$ cat src/tcmc_pkg.sv
// ----------------------------------------------------------------------------
// tcmc_pkg
// Shared types and constants for the three-colour minimum-change traceback.
// ----------------------------------------------------------------------------
package tcmc_pkg;

	localparam logic [7:0] SYM_RED   = 8'd82;
	localparam logic [7:0] SYM_GREEN = 8'd71;

	localparam logic [1:0] COL_RED   = 2'd0;
	localparam logic [1:0] COL_GREEN = 2'd1;
	localparam logic [1:0] COL_BLUE  = 2'd2;

	localparam int QDEPTH = 2;

	// classified word passed from front to back
	typedef struct packed {
		logic [1:0] obs;
		logic       drop;
		logic       last;
	} item_t;

	// the two colours other than c: {hi, lo}
	function automatic logic [3:0] others(input logic [1:0] c);
		logic [3:0] r;
		begin
			case (c)
				COL_RED:   r = {COL_BLUE, COL_GREEN};
				COL_GREEN: r = {COL_BLUE, COL_RED};
				default:   r = {COL_GREEN, COL_RED};
			endcase
			return r;
		end
	endfunction

endpackage

$ cat src/tcmc_front.sv
// ----------------------------------------------------------------------------
// tcmc_front
// Classifies the colour byte and marks symbols beyond the run length limit.
// ----------------------------------------------------------------------------
module tcmc_front #(
	parameter int MAX_LEN = 64
) (
	input  logic                clk,
	input  logic                arst_n,
	input  logic [7:0]          symbol,
	input  logic                last,
	input  logic                accept,
	output tcmc_pkg::item_t     item
);
	import tcmc_pkg::*;

	localparam int CW = $clog2(MAX_LEN + 1);

	logic [CW-1:0] cnt_q;
	logic          full;

	assign full = (cnt_q == CW'(MAX_LEN));

	always_comb begin
		item.obs  = (symbol == SYM_RED)   ? COL_RED :
		            (symbol == SYM_GREEN) ? COL_GREEN : COL_BLUE;
		item.drop = full;
		item.last = last;
	end

	always_ff @(posedge clk or negedge arst_n) begin
		if (!arst_n) begin
			cnt_q <= '0;
		end else if (accept) begin
			if (last) begin
				cnt_q <= '0;
			end else if (!full) begin
				cnt_q <= cnt_q + CW'(1);
			end
		end
	end

endmodule

$ cat src/tcmc_queue.sv
// ----------------------------------------------------------------------------
// tcmc_queue
// Two-word queue between the front and the back.
// ----------------------------------------------------------------------------
module tcmc_queue (
	input  logic            clk,
	input  logic            arst_n,
	input  logic            push,
	input  tcmc_pkg::item_t push_item,
	output logic            full,
	input  logic            pop,
	output logic            not_empty,
	output tcmc_pkg::item_t pop_item
);
	import tcmc_pkg::*;

	localparam int PW = $clog2(QDEPTH);
	localparam int LW = $clog2(QDEPTH + 1);

	item_t         mem_q [QDEPTH];
	logic [PW-1:0] wr_q;
	logic [PW-1:0] rd_q;
	logic [LW-1:0] level_q;

	assign full      = (level_q == LW'(QDEPTH));
	assign not_empty = (level_q != '0);
	assign pop_item  = mem_q[rd_q];

	always_ff @(posedge clk) begin
		if (push) begin
			mem_q[wr_q] <= push_item;
		end
	end

	always_ff @(posedge clk or negedge arst_n) begin
		if (!arst_n) begin
			wr_q    <= '0;
			rd_q    <= '0;
			level_q <= '0;
		end else begin
			if (push) begin
				wr_q <= wr_q + PW'(1);
			end
			if (pop) begin
				rd_q <= rd_q + PW'(1);
			end
			if (push && !pop) begin
				level_q <= level_q + LW'(1);
			end else if (pop && !push) begin
				level_q <= level_q - LW'(1);
			end
		end
	end

endmodule

$ cat src/tcmc_back.sv
// ----------------------------------------------------------------------------
// tcmc_back
// Forward cost recurrence, traceback and in-order emission of the path.
// ----------------------------------------------------------------------------
module tcmc_back #(
	parameter int MAX_LEN = 64
) (
	input  logic            clk,
	input  logic            arst_n,
	input  logic            q_valid,
	input  tcmc_pkg::item_t q_item,
	output logic            q_pop,
	output logic            out_valid,
	input  logic            out_stall,
	output logic [1:0]      color,
	output logic [6:0]      min_changes,
	output logic            end_of_run,
	output logic            overflow
);
	import tcmc_pkg::*;

	localparam int CW = $clog2(MAX_LEN + 1);
	localparam int AW = (MAX_LEN > 1) ? $clog2(MAX_LEN) : 1;

	typedef enum logic [4:0] {
		ST_FWD   = 5'b00001,
		ST_TBW   = 5'b00010,
		ST_TB    = 5'b00100,
		ST_EMRD  = 5'b01000,
		ST_EMOUT = 5'b10000
	} state_t;

	state_t        state_q;
	logic [6:0]    cost_q [3];
	logic [6:0]    next_cost [3];
	logic [2:0]    bits;
	logic [CW-1:0] cnt_q;
	logic          ovf_seen_q;
	logic [1:0]    cur_q;
	logic [6:0]    best_cost_q;
	logic [AW-1:0] p_q;
	logic [AW-1:0] e_q;
	logic [AW-1:0] last_idx;
	logic [AW-1:0] bc_addr;
	logic [2:0]    bc_mem [MAX_LEN];
	logic [2:0]    bc_rd_q;
	logic [1:0]    path_mem [MAX_LEN];
	logic [1:0]    path_rd_q;
	logic [1:0]    best;
	logic [6:0]    best_c;
	logic [3:0]    cur_oth;
	logic          out_free;
	logic          is_end;
	logic          load;

	assign q_pop    = (state_q == ST_FWD) && q_valid;
	assign last_idx = AW'(cnt_q - CW'(1));
	assign bc_addr  = (state_q == ST_TBW) ? last_idx : p_q - AW'(1);
	assign cur_oth  = others(cur_q);
	assign out_free = !out_valid || !out_stall;
	assign is_end   = (CW'(e_q) + CW'(1) == cnt_q);
	assign load     = (state_q == ST_EMOUT) && out_free;

	always_comb begin
		logic [3:0] o;
		bits = '0;
		for (int c = 0; c < 3; c++) begin
			o = others(2'(c));
			if (cost_q[o[1:0]] < cost_q[o[3:2]]) begin
				next_cost[c] = cost_q[o[1:0]];
			end else begin
				next_cost[c] = cost_q[o[3:2]];
				bits[c] = 1'b1;
			end
			next_cost[c] = next_cost[c] + ((q_item.obs != 2'(c)) ? 7'd1 : 7'd0);
		end
	end

	always_comb begin
		best   = COL_RED;
		best_c = cost_q[0];
		if (cost_q[1] < best_c) begin
			best   = COL_GREEN;
			best_c = cost_q[1];
		end
		if (cost_q[2] < best_c) begin
			best   = COL_BLUE;
			best_c = cost_q[2];
		end
	end

	always_ff @(posedge clk) begin
		if (q_pop && !q_item.drop) begin
			bc_mem[cnt_q[AW-1:0]] <= bits;
		end
		bc_rd_q <= bc_mem[bc_addr];
	end

	always_ff @(posedge clk) begin
		if (state_q == ST_TB) begin
			path_mem[p_q] <= cur_q;
		end
		path_rd_q <= path_mem[e_q];
	end

	always_ff @(posedge clk or negedge arst_n) begin
		if (!arst_n) begin
			state_q     <= ST_FWD;
			cost_q      <= '{default: '0};
			cnt_q       <= '0;
			ovf_seen_q  <= 1'b0;
			cur_q       <= COL_RED;
			best_cost_q <= '0;
			p_q         <= '0;
			e_q         <= '0;
		end else begin
			unique case (state_q)
				ST_FWD: begin
					if (q_valid) begin
						if (!q_item.drop) begin
							cost_q <= next_cost;
							cnt_q  <= cnt_q + CW'(1);
						end else begin
							ovf_seen_q <= 1'b1;
						end
						if (q_item.last) begin
							state_q <= ST_TBW;
						end
					end
				end
				ST_TBW: begin
					cur_q       <= best;
					best_cost_q <= best_c;
					cost_q      <= '{default: '0};
					p_q         <= last_idx;
					state_q     <= ST_TB;
				end
				ST_TB: begin
					cur_q <= bc_rd_q[cur_q] ? cur_oth[3:2] : cur_oth[1:0];
					p_q   <= p_q - AW'(1);
					if (p_q == '0) begin
						e_q     <= '0;
						state_q <= ST_EMRD;
					end
				end
				ST_EMRD: begin
					state_q <= ST_EMOUT;
				end
				ST_EMOUT: begin
					if (out_free) begin
						e_q <= e_q + AW'(1);
						if (is_end) begin
							cnt_q      <= '0;
							ovf_seen_q <= 1'b0;
							state_q    <= ST_FWD;
						end else begin
							state_q <= ST_EMRD;
						end
					end
				end
				default: begin
					state_q <= ST_FWD;
				end
			endcase
		end
	end

	always_ff @(posedge clk or negedge arst_n) begin
		if (!arst_n) begin
			out_valid <= 1'b0;
		end else if (load) begin
			out_valid <= 1'b1;
		end else if (!out_stall) begin
			out_valid <= 1'b0;
		end
	end

	always_ff @(posedge clk) begin
		if (load) begin
			color       <= path_rd_q;
			min_changes <= best_cost_q;
			end_of_run  <= is_end;
			overflow    <= ovf_seen_q;
		end
	end

endmodule

$ cat src/three_color_min_change_traceback.sv
// ----------------------------------------------------------------------------
// three_color_min_change_traceback
// Recolours a run of colour symbols with the fewest changes so that no two
// neighbours match, and returns the recoloured run in order.
// ----------------------------------------------------------------------------
// Symbols enter through a two-word queue; the back end folds in one symbol a
// cycle with the three-colour cost update while collecting a run, so a run
// streams in at one word a cycle. No word is emitted until the word marked
// last. The back end then traces back over the n stored positions, one read
// of the choice memory a cycle, and emits each result through a read and an
// output state, as the path memory read is registered; output stall holds
// it. Input words are taken whenever the queue has room, so up to two words
// of the next run wait in the queue while a run is traced back and emitted;
// the back end takes them once the final result is loaded into the output
// register. Symbols beyond MAX_LEN are dropped and flagged as overflow.
module three_color_min_change_traceback #(
	parameter int MAX_LEN = 64
) (
	input  logic       clk,
	input  logic       arst_n,
	input  logic       in_valid,
	output logic       in_stall,
	input  logic [7:0] symbol,
	input  logic       last,
	output logic       out_valid,
	input  logic       out_stall,
	output logic [1:0] color,
	output logic [6:0] min_changes,
	output logic       end_of_run,
	output logic       overflow
);
	import tcmc_pkg::*;

	item_t f_item;
	item_t q_item;
	logic  q_full;
	logic  q_valid;
	logic  q_pop;
	logic  push;

	assign in_stall = q_full;
	assign push     = in_valid && !q_full;

	tcmc_front #(.MAX_LEN(MAX_LEN)) u_front (
		.clk    (clk),
		.arst_n (arst_n),
		.symbol (symbol),
		.last   (last),
		.accept (push),
		.item   (f_item)
	);

	tcmc_queue u_queue (
		.clk       (clk),
		.arst_n    (arst_n),
		.push      (push),
		.push_item (f_item),
		.full      (q_full),
		.pop       (q_pop),
		.not_empty (q_valid),
		.pop_item  (q_item)
	);

	tcmc_back #(.MAX_LEN(MAX_LEN)) u_back (
		.clk         (clk),
		.arst_n      (arst_n),
		.q_valid     (q_valid),
		.q_item      (q_item),
		.q_pop       (q_pop),
		.out_valid   (out_valid),
		.out_stall   (out_stall),
		.color       (color),
		.min_changes (min_changes),
		.end_of_run  (end_of_run),
		.overflow    (overflow)
	);

	a_colour_code: assert property (@(posedge clk) disable iff (!arst_n)
		out_valid |-> (color != 2'd3))
		else $error("colour code out of range");

	a_cost_bound: assert property (@(posedge clk) disable iff (!arst_n)
		out_valid |-> (min_changes <= 7'(MAX_LEN)))
		else $error("change count exceeds run length");

	a_pop_nonempty: assert property (@(posedge clk) disable iff (!arst_n)
		q_pop |-> q_valid)
		else $error("pop from empty queue");

endmodule
$ cat config.mk
export PLATFORM = sky130hd
export DESIGN_NAME = three_color_min_change_traceback
export DESIGN_NICKNAME = d
export VERILOG_FILES = /design/src/tcmc_pkg.sv /design/src/tcmc_front.sv /design/src/tcmc_queue.sv /design/src/tcmc_back.sv /design/src/three_color_min_change_traceback.sv
export SDC_FILE = /design/constraint.sdc
export NUM_CORES = 1
export LEC_CHECK = 0
export BUFFER_PORTS_ARGS = -buffer_cell sky130_fd_sc_hd__buf_2
export CORE_MARGIN = 2
export CORE_UTILIZATION = 30
export CTS_CLUSTER_SIZE = 40
export DETAILED_ROUTE_END_ITERATION = 8
export HOLD_SLACK_MARGIN = 0.05
export PLACE_DENSITY = 0.41
export SYNTH_ARGS = -nofsm -noshare
export SYNTH_HDL_FRONTEND = slang
export SYNTH_HIERARCHICAL = 1
export SYNTH_SLANG_ARGS = --single-unit
$ cat constraint.sdc
create_clock -name clk -period 5.6 [get_ports clk]
set_input_delay 0.84 -clock clk [delete_from_list [all_inputs] [get_ports clk]]
set_output_delay 0.84 -clock clk [all_outputs]
set_load 0.01 [all_outputs]
Word level (Yosys, flattened, before mapping)
Memories as Yosys holds them, arrays and structs flattened. A register that Yosys moved wholly into a read port is not among the register bits.
Cells that the tools add are included.
Storage, ports and cells
  memory bits (writable): 328
  output and inout port bits: 13
  word-level logic and storage cells: 147
  memories: 3
  flip-flop bits (word level): 78
  input bits: 13
Memory list
  u_back.bc_mem: words 64, width 3, rd ports 1, clocked after memory_dff 1, write ports 1, RTL line tcmc_back.sv:45  | logic [2:0] bc_mem [MAX_LEN];
  u_back.path_mem: words 64, width 2, rd ports 1, clocked after memory_dff 1, write ports 1, RTL line tcmc_back.sv:47  | logic [1:0] path_mem [MAX_LEN];
  u_queue.mem_q: words 2, width 4, rd ports 1, clocked after memory_dff 0, write ports 1, RTL line tcmc_queue.sv:20  | item_t mem_q [QDEPTH];
Cells by class
  reductions and logical operators: 28
  equality and inequality tests: 22
  muxes and demuxes: 56
  add/subtract/negate cells: 13
  magnitude comparators: 6
Operators with widths (number)
  two-way mux 7 bit: 11
  two-way mux 21 bit: 2
  one-hot mux 21 bit (2 select lines): 1
  < comparator 7 bit: 5
  one-hot mux 5 bit (5 select lines): 1
  one-hot mux 6 bit (2 select lines): 2
  adder 7 bit: 3
  two-way mux 1 bit: 20
  two-way mux 5 bit: 4
  two-way mux 6 bit: 3
  equality test 8 x 7 -> 1 bit (second input constant): 2
  adder 7 x 1 -> 7 bit (second input constant): 2
  one-hot mux 7 bit (2 select lines): 1
  nonzero test 2 bit: 7
  two-way mux 2 bit: 6
  != test 2 x 1 -> 1 bit (second input constant): 6
  subtractor 6 x 1 -> 6 bit (second input constant): 2
  != test 2 bit (second input constant): 5
  AND reduction 5 bit: 2
  one-hot mux 4 bit (2 select lines): 1
  adder 6 x 1 -> 7 bit (second input constant): 1
  equality test 7 bit: 1
  equality test 7 bit (second input constant): 1
  adder 6 x 1 -> 6 bit (second input constant): 1
  23 further kinds: 35

Logic depth before layout (Yosys ltp)
Gate-level depths: netlist of run 1.
  depth after elaboration: 7
  gate-level depth with buffers: 18
  gate-level depth less buffers: 16

Hierarchy
The synthesis of run 1 kept the hierarchy.
By module, submodules not included
  tcmc_back: area each 17890.9 µm², instances 1, sequential area each 11442.2 µm², cells an instance 1375
  tcmc_front: area each 499.2 µm², instances 1, sequential area each 175.2 µm², cells an instance 59
  tcmc_queue: area each 476.7 µm², instances 1, sequential area each 340.3 µm², cells an instance 28
  three_color_min_change_traceback: area each 13.8 µm², instances 1, sequential area each 0.0 µm², cells an instance 1

Least setup slack after synthesis of run 1
No wires, ideal clock.
  path kind: register to register
  start: register u_back/cost_q[2] (netlist bit)
  end: register u_back/cost_q[20] (netlist bit)
  data arrival time: 4.154 ns
  setup time: 0.135 ns
  required time: 5.465 ns
  slack: 1.311 ns
  cell stages (with the launch flop): 18
  path buffers: 2
  period minus slack after synthesis: 4.289 ns
  cells stage by stage: dfrtp_1 clkbuf_1 inv_1 ha_1 a21o_1 a211oi_1 o31ai_1 clkbuf_1 nand2_1 o21ai_0 ha_1 ha_1 nand3_1 nor2_1 xnor2_1 nor2_1 a21oi_1 o21ai_0
Between the ends
  word-level cells in the longest chain between the ends: 6
Ends and longest elaborated chain
  start, declared: RTL line tcmc_back.sv:34  | logic [6:0] cost_q [3];
  start signal, assigned: RTL line tcmc_back.sv:121  | cost_q <= next_cost;
  < comparator 7 bit: RTL line tcmc_back.sv:69  | if (cost_q[o[1:0]] < cost_q[o[3:2]]) begin
  two-way mux 7 bit (*): RTL line tcmc_back.sv:69
  adder 7 bit (*): RTL line tcmc_back.sv:75  | next_cost[c] = next_cost[c] + ((q_item.obs != 2'(c)) ? 7'd1 : 7'd0);
  two-way mux 21 bit (*): RTL line tcmc_back.sv:120  | if (!q_item.drop) begin
  two-way mux 21 bit (*): RTL line tcmc_back.sv:119  | if (q_valid) begin
  one-hot mux 21 bit (2 select lines) (*): RTL line tcmc_back.sv:117  | unique case (state_q)
Mark *: on every way between the ends. The rest lies on a longest branch, timed or not. The select of a mux whose other input is x is not followed.
A chain may end at the register's enable or synchronous reset.

Worst setup path in the final report of run 1
  start: register u_back.cnt_q[0]
  end: register u_back.bc_rd_q[0] (read register of u_back.bc_mem)
Between the ends
  word-level cells in the longest chain between the ends: 2
Ends and longest elaborated chain
  start, declared: RTL line tcmc_back.sv:37  | logic [CW-1:0] cnt_q;
  start signal, assigned: RTL line tcmc_back.sv:122  | cnt_q <= cnt_q + CW'(1);
  subtractor 6 x 1 -> 6 bit: RTL line tcmc_back.sv:57  | assign last_idx = AW'(cnt_q - CW'(1));
  two-way mux 6 bit: RTL line tcmc_back.sv:58  | assign bc_addr = (state_q == ST_TBW) ? last_idx : p_q - AW'(1);
  end, declared: RTL line tcmc_back.sv:46  | logic [2:0] bc_rd_q;
No other way between the ends.

==> out/metrics.cfg, run 1 <==
[synthesis]
yosys_warnings=6
ys_seq_area_frac=0.633
synth.avg_cell_area_um2=12.9
syn_area_um2=18900
synth_seq_cells=411
synthCells=1463
yosys-mux-area-fraction=0.0859
synth_fa_ha_area_frac=0.0252
yosys.area_share.simple=0.122
synth_edf_count=339
syn_nets=1514
synth_xor_xnor_area_share=0.0181
synthArstFlopShare=0.163
synth.distinct_cells=79
synth_ff_type=edfxtp_1
synth_top_family_by_area=simple AND/OR/NAND/NOR gates
synth_compound_area_frac=0.0898

[setup_path]
end_kind=flip-flop
cpLargestDelayFamily=simple AND/OR/NAND/NOR gates
cp.arrival_ns=4.55
crit_buf_inv=2
slowest_delay_ns=0.65
cp_slowest_cell=nand2_2
crit_path_start_kind=flip-flop
cp_max_fo=38
worstSetupPathType=flip-flop to flip-flop
crit_required_ns=6.09
reg2reg_depth=11
cpMostUsedCell=nand3_1
cp.depth=11
worstPathCellList=inv_1 > ha_1 > xor2_1 > nand3_1 > nand2_2 > buf_4 > mux2_2 > o211ai_1 > nand3_1 > nand3_1 > and4b_1

[timing]
drv_slew=0
finalSetupViolCount=0
tightestPinTransition_ns=1.02
timing.hold.ws_ns=0.403
tns_ns=0
hold_viol=0
finalCritPeriodShare=0.726
rsz0062_at_grt=no
clock-skew-final_ns=0.0468
min_period_ns=4.07
slew_headroom=0.322
max_freq_ghz=0.246

[die]
coreArea_um2=61900
initial_core_util=0.305
die_h_um=255
die_w_um=255
std_cell_rows=91
boundaryPins=26
die-area_um2=65000

[finish]
final_design_area_no_fill_um2=21400
nNetsFinal=1525
final_cell_mix=339 x edfxtp_1, 182 x nor2_1, 130 x nand2_1
antennaDiodeCount=0
drive_gt1_frac=0.125
syn_to_final_growth_pct=13.4
mostFrequentLayoutCell=edfxtp_1
num-fill-cells=6114

[pwr]
power_w=0.0140
vdd_drop_max_v=0.000534
p_per_area_nw_per_um2=654
power_leakage_nw=7.10

[detailed_routing]
drtAntennaViolNets=0
avgViaCountPerCell=4.99
drt_iter0_markers=814
totalWireLength_um=49200
avgRoutedWirePerCell_um=20.9
firstDrtPassIters=5
vias=11700
drc=0

[job]
drv_cap=0

[placement]
hpwl_um=31300
dpl_cell_area_um2=19900
io_buffers=25
place_congestion=0.778

[clock_tree]
clk_latency_ns=0.60
cts_htree_levels=2
cts_buffer_depth=3
clock-sinks=411
cts-buffers-inserted=47
clock-root-buffer=clkbuf_16
path_clk_slew_ns=0.06
cts_resized=0
cts_tree=built

[grt]
antenna_found_initial=0
grt_pass1_wl_um=75000
grt_pass1_vias=12000
grt_max_degree=70
overflow=0
grt_usage=0.153

[status]
status=complete, no violations

[min_path]
min_path_cells=0
holdCritPathClass=flip-flop to flip-flop

where the power goes:
part	switching, W	internal, W
Sequential	0.000354	0.00468
Combinational	0.00400	0.00190
Clock	0.00129	0.00178
layer usage:
metal,track usage,wire length (um),vias up
met4,0.0461,1160,0
met5,0,0,-
met3,0.0219,1940,69
met1,0.216,23500,5903
li1,-,-,5533
met2,0.245,22500,221
worst paths after layout:
kind,start,to,slack (ns)
worst max-delay path,u_back/cnt_q[0]$_DFFE_PN0P_,u_back/bc_rd_q[0]$_DFF_P_,1.53
worst min-delay path,u_back/path_rd_q[0]$_DFF_P_,u_back/color[0]$_DFFE_PP_,0.40
worst max register to register,u_back/cnt_q[0]$_DFFE_PN0P_,u_back/bc_rd_q[0]$_DFF_P_,1.53
worst min register to register,u_back/path_rd_q[0]$_DFF_P_,u_back/color[0]$_DFFE_PP_,0.40
max in group asynchronous,arst_n,u_back/e_q[0]$_DFFE_PN0P_,3.85
min in group asynchronous,arst_n,u_front/cnt_q[3]$_DFFE_PN0P_,0.60
area by class of cell:
type                            instances  area, um2  share of cell area
Clock buffer                           60       1260              0.0587
Clock inverter                         28        280              0.0131
Inverter                               29        109             0.00509
Multi-Input combinational cell        940       6470               0.302
Sequential cell                       411      12000               0.559
Tap cell                              837       1050              0.0489
Timing Repair Buffer                   45        280              0.0131
cells in the mapped netlist (all sizes together), types with 15 or more instances:
cell	n	share of area
mux2i	46	0.025
buf	36	0.010
nand2	131	0.026
xnor2	25	0.012
dfrtp	66	0.087
o221ai	20	0.0093
inv	28	0.0056
and3	20	0.0066
edfxtp	339	0.54
nor2	183	0.037
ha	38	0.025
a21oi	62	0.016
o21ai	72	0.019
nand3	78	0.021
mux4	45	0.054
clkbuf	47	0.0093
and2	15	0.0050
state kept, by name, indices dropped and copies added, names as in the netlist, 2 cells and up:
signal,cells
u_queue/level_q,2
u_back/best_cost_q,7
u_back/cur_q,2
u_back/color,2
u_back/p_q,6
u_front/cnt_q,7
u_back/e_q,6
u_back/bc_rd_q,3
u_back/cnt_q,7
u_back/bc_mem,192
u_back/path_mem,128
u_queue/mem_q,8
u_back/state_q,5
u_back/cost_q,21
u_back/path_rd_q,2
u_back/min_changes,7
cells by family after synthesis:
kind of cell               after synthesis
buffers and inverters                  112
DFF                                    411
AOI/OAI and AO/OA                      261
adders and majority gates               38
xor gates and xnor gates                39
and+or+nand+nor                        499
muxes                                  103
worst register-to-register path, cell delays in order, from the launching register on:
cell and delay (ns):
dfrtp_1 0.58, inv_1 0.22, ha_1 0.28, xor2_1 0.18, nand3_1 0.50, nand2_2 0.65
buf_4 0.56, mux2_2 0.41, o211ai_1 0.17, nand3_1 0.11, nand3_1 0.12, and4b_1 0.20
timing repair:
| item | in CTS | in global routing |
|---|---|---|
| setup endpoints to repair | 0 | 0 |
| buffers inserted | 0 | 0 |
| endpoints found under the hold margin | 5 | 0 |
| hold buffers | 1 | 0 |
per-stage QoR:
step	util	std cells	setup slack [ns]
final	0.346	2350	1.53
after global routing	0.346	2350	1.20
after CTS	0.346	2350	1.53
after detailed placement	0.321	2261	1.55
after global placement	0.321	2261	1.66
after floorplan	-	1463	1.31
No activity file was read; power rests on OpenSTA's default activity.
==> inputs of run 2 (changes only) <==
ABC_AREA = 1   (was default)
PLACE_DENSITY = 0.42   (was 0.41)
clock period = 3.7 ns   (was 5.6 ns; I/O delays follow)
==> out/metrics.cfg, run 2 <==
[status]
status=complete, no violations  ; unchanged

[grt]
grt_max_degree=91  ; was 70
grt_pass1_vias=14400  ; was 12.0k
grt_usage=0.161  ; was 0.153
antenna_found_initial=0  ; unchanged
grt_pass1_wl_um=84200  ; was 75000 um
overflow=0  ; unchanged

[setup_path]
cp.arrival_ns=3.55  ; was 4.55 ns
cpMostUsedCell=nand2_1  ; was nand3_1
cp_max_fo=18  ; was 38
ff2ff_setup_slack_ns=0.62  ; was 1.53 ns
cp_slowest_cell=dfrtp_1  ; was nand2_2
cpLargestDelayFamily=simple AND/OR/NAND/NOR gates  ; unchanged
worstPathCellList=inv_1 > ha_1 > a21o_1 > nor2_1 > nand2_2 > o21ai_0 > inv_1 > ha_1 > nand2_1 > nor2_1 > nand2_1 > nand2_1 > nand2_1 > nand3_1 > nand2_1  ; was inv_1 > ha_1 > xor2_1 > nand3_1 > nand2_2 > buf_4 > mux2_2 > o211ai_1 > nand3_1 > nand3_1 > and4b_1
end_kind=flip-flop  ; unchanged
worstSetupPathType=flip-flop to flip-flop  ; unchanged
crit_required_ns=4.17  ; was 6.09 ns
r2r_end=u_back/best_cost_q[3]$_DFFE_PN0P_  ; was u_back/bc_rd_q[0]$_DFF_P_
reg2reg_depth=15  ; was 11
slowest_delay_ns=0.39  ; was 0.65 ns
r2r-start=u_back/cost_q[20]$_DFFE_PN0P_  ; was u_back/cnt_q[0]$_DFFE_PN0P_
crit_buf_inv=2  ; unchanged
crit_path_start_kind=flip-flop  ; unchanged

[clock_tree]
hold_buffers=0  ; was 1
clk_latency_ns=0.60  ; about the same
cts_buffer_depth=3  ; unchanged
cts_setup_buffers=0  ; unchanged
cts_resized=0  ; unchanged
cts-buffers-inserted=48  ; was 47
cts_tree=built  ; unchanged
clock-sinks=411  ; unchanged
cts_htree_levels=2  ; unchanged
clock-root-buffer=clkbuf_16  ; unchanged
path_clk_slew_ns=0.06  ; about the same

[pwr]
power_w=0.0220  ; was 0.0140 W
p_per_area_nw_per_um2=974  ; was 654 nW/um2
power_leakage_nw=9.18  ; was 7.10 nW
vdd_drop_max_v=0.000703  ; was 0.000534 V

[detailed_routing]
drtAntennaViolNets=0  ; unchanged
totalWireLength_um=54300  ; was 49200 um
avgRoutedWirePerCell_um=18.0  ; was 20.9 um
avgViaCountPerCell=4.76  ; was 4.99
drt_iter0_markers=1098  ; was 814
vias=14400  ; was 11.7k
drc=0  ; unchanged
firstDrtPassIters=6  ; was 5

[synthesis]
synth_xor_xnor_area_share=0.00747  ; was 0.0181
synth_ff_type=edfxtp_1  ; unchanged
yosysMostFrequentCell=nand2_1  ; was edfxtp_1
synthTopCellsByArea=edfxtp_1 51%, nand2_1 9.4%, dfrtp_1 8.3%  ; was edfxtp_1 54%, dfrtp_1 8.7%, mux4_2 5.4%
synth_fa_ha_area_frac=0.0238  ; was 0.0252
syn_nets=2142  ; was 1514
synth.avg_cell_area_um2=9.54  ; was 12.9 um2
synth_top_family_by_area=simple AND/OR/NAND/NOR gates  ; unchanged
ys_seq_area_frac=0.600  ; was 0.633
synth.distinct_cells=49  ; was 79
synth_compound_area_frac=0.0535  ; was 0.0898
synth_top_area_cell=edfxtp_1  ; unchanged
synthArstFlopShare=0.163  ; unchanged
synth_edf_count=339  ; unchanged
yosys.area_share.simple=0.232  ; was 0.122
yosys_warnings=6  ; unchanged
synth_top_area_frac=0.510  ; was 0.539
yosys-top-cells-count=497 x nand2_1, 339 x edfxtp_1, 274 x inv_1  ; was 339 x edfxtp_1, 182 x nor2_1, 130 x nand2_1
synth_seq_cells=411  ; unchanged
syn_area_um2=19900  ; was 18900 um2
synthCells=2091  ; was 1463
yosys-mux-area-fraction=0.00828  ; was 0.0859

[min_path]
holdCritPathClass=input port to asynchronous set/reset pin  ; was flip-flop to flip-flop

[die]
boundaryPins=26  ; unchanged
die_w_um=262  ; was 255 um
die-area_um2=68600  ; was 65000 um2
initial_core_util=0.303  ; was 0.305
die_h_um=262  ; was 255 um
std_cell_rows=94  ; was 91
coreArea_um2=65700  ; was 61900 um2

[placement]
io_buffers=25  ; unchanged
place_congestion=0.827  ; was 0.778
hpwl_um=34300  ; was 31300 um
placedCellCount=2933  ; was 2261

[timing]
slew_headroom=0.360  ; was 0.322
clock-skew-final_ns=0.0209  ; was 0.0468 ns
finalCritPeriodShare=0.833  ; was 0.726
max_freq_ghz=0.324  ; was 0.246 GHz
drv_slew=0  ; unchanged
min_period_ns=3.08  ; was 4.07 ns
tns_ns=0  ; unchanged
tightestPinTransition_ns=0.960  ; was 1.02 ns
finalSetupViolCount=0  ; unchanged
rsz0062_at_grt=no  ; unchanged
hold_viol=0  ; unchanged

[finish]
nNetsFinal=2170  ; was 1525
antennaDiodeCount=0  ; unchanged
largest_reg_flops=192  ; unchanged
final_cell_mix=494 x nand2_1, 339 x edfxtp_1, 274 x inv_1  ; was 339 x edfxtp_1, 182 x nor2_1, 130 x nand2_1
finalNonFillerCells=3023  ; was 2350
drive_gt1_frac=0.0871  ; was 0.125
fin_util=0.343  ; was 0.346
mostFrequentLayoutCell=nand2_1  ; was edfxtp_1
syn_to_final_growth_pct=13.2  ; was 13.4%
num-fill-cells=6794  ; was 6114

[job]
drv_cap=0  ; unchanged

## run 2: power by group
group	internal, W	switching (W)
logic	0.00265	0.00751
registers	0.00678	0.000397
clock network	0.00274	0.00191
total	0.0122	0.00982
## run 2: worst max path at each step
stage / depth (start not counted) / slack [ns] / start / endpoint
after global routing: 15 / 0.24 / u_back/cost_q[20]$_DFFE_PN0P_ / u_back/best_cost_q[5]$_DFFE_PN0P_
after floorplan: 12 / 0.52 / u_back/cost_q[4]$_DFFE_PN0P_ / u_back/cost_q[11]$_DFFE_PN0P_
after CTS: 15 / 0.62 / u_back/cost_q[20]$_DFFE_PN0P_ / u_back/best_cost_q[3]$_DFFE_PN0P_
final: 15 / 0.62 / u_back/cost_q[20]$_DFFE_PN0P_ / u_back/best_cost_q[3]$_DFFE_PN0P_
after detailed placement: 15 / 0.64 / u_back/cost_q[20]$_DFFE_PN0P_ / u_back/best_cost_q[6]$_DFFE_PN0P_
after global placement: 15 / 0.65 / u_back/cost_q[20]$_DFFE_PN0P_ / u_back/best_cost_q[5]$_DFFE_PN0P_
## run 2: metal layers
metal	wire length [um]	GRT usage	up-vias
met3	1850	0.0227	75
li1	-	-	7045
met5	0	0	-
met1	26000	0.221	7027
met4	1220	0.0445	0
met2	25200	0.265	247
## run 2: cell families (layout without fill, tap and decap cells)
logic type	after synthesis	in the layout
buffers and inverters	365	433
AND/OR/NAND/NOR	1052	1052
multiplexers	16	16
adder cells (fa/ha/maj)	38	38
flip-flops	411	411
XOR/XNOR	17	17
AO/OA/AOI/OAI	192	192
## run 2: worst register-to-register path: cells and delay by family, from the launching register on
| family | cells | cell delay [ns] |
|---|---|---|
| flip-flops | 1 | 0.39 |
| buffers and inverters | 2 | 0.20 |
| AND/OR/NAND/NOR | 9 | 1.26 |
| AO/OA/AOI/OAI | 2 | 0.52 |
| adder cells (fa/ha/maj) | 2 | 0.60 |
## run 2: final cells by class
class | instances | area, um2 | area share
sequential | 411 | 12000 | 0.530
timing repair buffer | 53 | 388 | 0.0172
clock inverter | 14 | 124 | 0.00549
inverter | 290 | 1090 | 0.0482
clock buffer | 76 | 1440 | 0.0636
tap | 864 | 1080 | 0.0479
multi-input combinational | 1315 | 6490 | 0.288
## run 2: metrics by stage
step | hold slack [ns] | cell area, um2 | worst slack [ns]
2_1_floorplan | 0.259 | 19900 | 0.520
3_3_place_gp | 0.390 | 21000 | 0.652
3_5_place_dp | 0.389 | 21000 | 0.642
4_1_cts | 0.137 | 22600 | 0.617
5_1_grt | 0.168 | 22600 | 0.243
6_report | 0.102 | 22600 | 0.617
==> inputs of run 3 (changes only) <==
PLACE_DENSITY = 0.41   (was 0.42)
clock period = 2.95 ns   (was 3.7 ns; I/O delays follow)
==> out/metrics.cfg, run 3 (synthesis results as in run 2) <==
[status]
status=complete, no violations  ; unchanged

[placement]
placedCellCount=2989  ; was 2933
place_congestion=0.811  ; was 0.827
io_buffers=25  ; unchanged
place_ws_ns=0.135  ; was 0.642 ns
dpl_cell_area_um2=21500  ; was 21000 um2
hpwl_um=36600  ; was 34300 um

[setup_path]
worstSetupPathType=flip-flop to flip-flop  ; unchanged
cp_max_fo=8  ; was 18
r2r-start=u_back/cost_q[20]$_DFFE_PN0P_  ; unchanged
slowest_delay_ns=0.35  ; was 0.39 ns
cp_slowest_cell=dfrtp_1  ; unchanged
crit_path_start_kind=flip-flop  ; unchanged
worstPathCellList=inv_1 > ha_1 > a21o_1 > nor2_2 > nand2_2 > o21ai_1 > ha_1 > a21oi_1 > nor2_1 > a211oi_2 > buf_4 > nand3_1 > nand3_1 > nand2_1  ; was inv_1 > ha_1 > a21o_1 > nor2_1 > nand2_2 > o21ai_0 > inv_1 > ha_1 > nand2_1 > nor2_1 > nand2_1 > nand2_1 > nand2_1 > nand3_1 > nand2_1
cp.arrival_ns=3.25  ; was 3.55 ns
startpoint=u_back/cost_q[20]$_DFFE_PN0P_  ; unchanged
ff2ff_setup_slack_ns=0.18  ; was 0.62 ns
crit_required_ns=3.42  ; was 4.17 ns
end_kind=flip-flop  ; unchanged

[finish]
largest_reg_flops=192  ; unchanged
mostFrequentLayoutCell=nand2_1  ; unchanged
finalNonFillerCells=3085  ; was 3023
antennaDiodeCount=0  ; unchanged
syn_to_final_growth_pct=15.6  ; was 13.2%
nNetsFinal=2233  ; was 2170
fin_util=0.351  ; was 0.343
final_design_area_no_fill_um2=23100  ; was 22600 um2
final_cell_mix=492 x nand2_1, 339 x edfxtp_1, 273 x inv_1  ; was 494 x nand2_1, 339 x edfxtp_1, 274 x inv_1
drive_gt1_frac=0.114  ; was 0.0871

[pwr]
power_leakage_nw=9.48  ; was 9.18 nW
p_per_area_nw_per_um2=1240  ; was 974 nW/um2
power_w=0.0285  ; was 0.0220 W
vdd_drop_max_v=0.000985  ; was 0.000703 V

[timing]
tightestPinTransition_ns=0.964  ; was 0.960 ns
finalSetupViolCount=0  ; unchanged
clock-skew-final_ns=0.0322  ; was 0.0209 ns
max_freq_ghz=0.361  ; was 0.324 GHz
drv_slew=0  ; unchanged
min_period_ns=2.77  ; was 3.08 ns
finalCritPeriodShare=0.939  ; was 0.833
slew_headroom=0.357  ; was 0.360
setup_ws_ns=0.179  ; was 0.617 ns
hold_viol=0  ; unchanged

[die]
coreArea_um2=65700  ; unchanged
initial_core_util=0.303  ; unchanged
std_cell_rows=94  ; unchanged
boundaryPins=26  ; unchanged
die_w_um=262  ; unchanged
die-area_um2=68600  ; unchanged
die_h_um=262  ; unchanged

[clock_tree]
clock-root-buffer=clkbuf_16  ; unchanged
cts_buffer_depth=3  ; unchanged
cts_htree_levels=2  ; unchanged
cts-buffers-inserted=48  ; unchanged
cts_tree=built  ; unchanged
clk_latency_ns=0.60  ; about the same
clock-sinks=411  ; unchanged
path_clk_slew_ns=0.06  ; about the same

[detailed_routing]
vias=14700  ; was 14.4k
firstDrtPassIters=5  ; was 6
avgRoutedWirePerCell_um=18.3  ; was 18.0 um
drc=0  ; unchanged
drtAntennaViolNets=0  ; unchanged
avgViaCountPerCell=4.76  ; about the same
totalWireLength_um=56300  ; was 54300 um
drt_iter0_markers=983  ; was 1098

[grt]
grt_pass1_wl_um=86800  ; was 84200 um
grt_max_degree=91  ; unchanged
grt_usage=0.166  ; was 0.161
overflow=0  ; unchanged
antenna_found_initial=0  ; unchanged
grt_pass1_vias=14400  ; about the same

[job]
drv_cap=0  ; unchanged

[min_path]
holdCritPathClass=input port to flip-flop  ; was input port to asynchronous set/reset pin
hold_start=last

[run 3: repair_timing]
item                                   4_1_cts  5_1_grt
setup buffers                                0        5
endpoints found under the hold margin       65        0
resized for setup                            0       14
setup endpoints to repair                    0       32
hold buffers                                 1        0
[run 3: where the power goes]
group | total, W | leakage (nW) | switching (W) | internal, W
sequential | 0.00889 | 3.97 | 0.000422 | 0.00847
combinational | 0.0139 | 4.77 | 0.00982 | 0.00408
clock | 0.00571 | 0.748 | 0.00243 | 0.00328
[run 3: worst max-delay path, delay by kind of cell (launching register included)]
kind | cells | cell delay (ns)
adders and majority gates | 2 | 0.56
buffers and inverters | 2 | 0.26
DFF | 1 | 0.35
AOI/OAI and AO/OA | 4 | 0.80
and+or+nand+nor | 6 | 0.67
[run 3: final timing paths]
path	depth (start not counted)	to
min	1	u_queue/mem_q[1][0]$_DFFE_PP_
max reg2reg	14	u_back/best_cost_q[1]$_DFFE_PN0P_
min reg2reg	0	u_back/color[1]$_DFFE_PP_
max in group asynchronous	2	u_back/e_q[0]$_DFFE_PN0P_
max	14	u_back/best_cost_q[1]$_DFFE_PN0P_
min in group asynchronous	2	u_front/cnt_q[6]$_DFFE_PN0P_
[run 3: area by class of cell]
cell class              instances  area, um2
repair buffers                115        897
multi-input cells            1316       6520
clock buffers                  67       1340
clock inverters                22        161
fillers                      6782      42700
flip-flops and latches        411      12000
inverters                     290       1090
well taps                     864       1080
[run 3: per-stage QoR]
step           hold slack, ns  setup TNS (ns)
4_1_cts                0.0710               0
3_5_place_dp            0.410               0
2_1_floorplan           0.147               0
3_3_place_gp            0.412               0
6_report               0.0993               0
5_1_grt                0.0806        -0.00215
[run 3: layer usage]
layer	vias up	GRT usage	wire length [um]
met3	67	0.0246	2200
met5	-	0	0
li1	7192	-	-
met1	7171	0.237	27500
met2	256	0.265	25600
met4	0	0.0415	1080
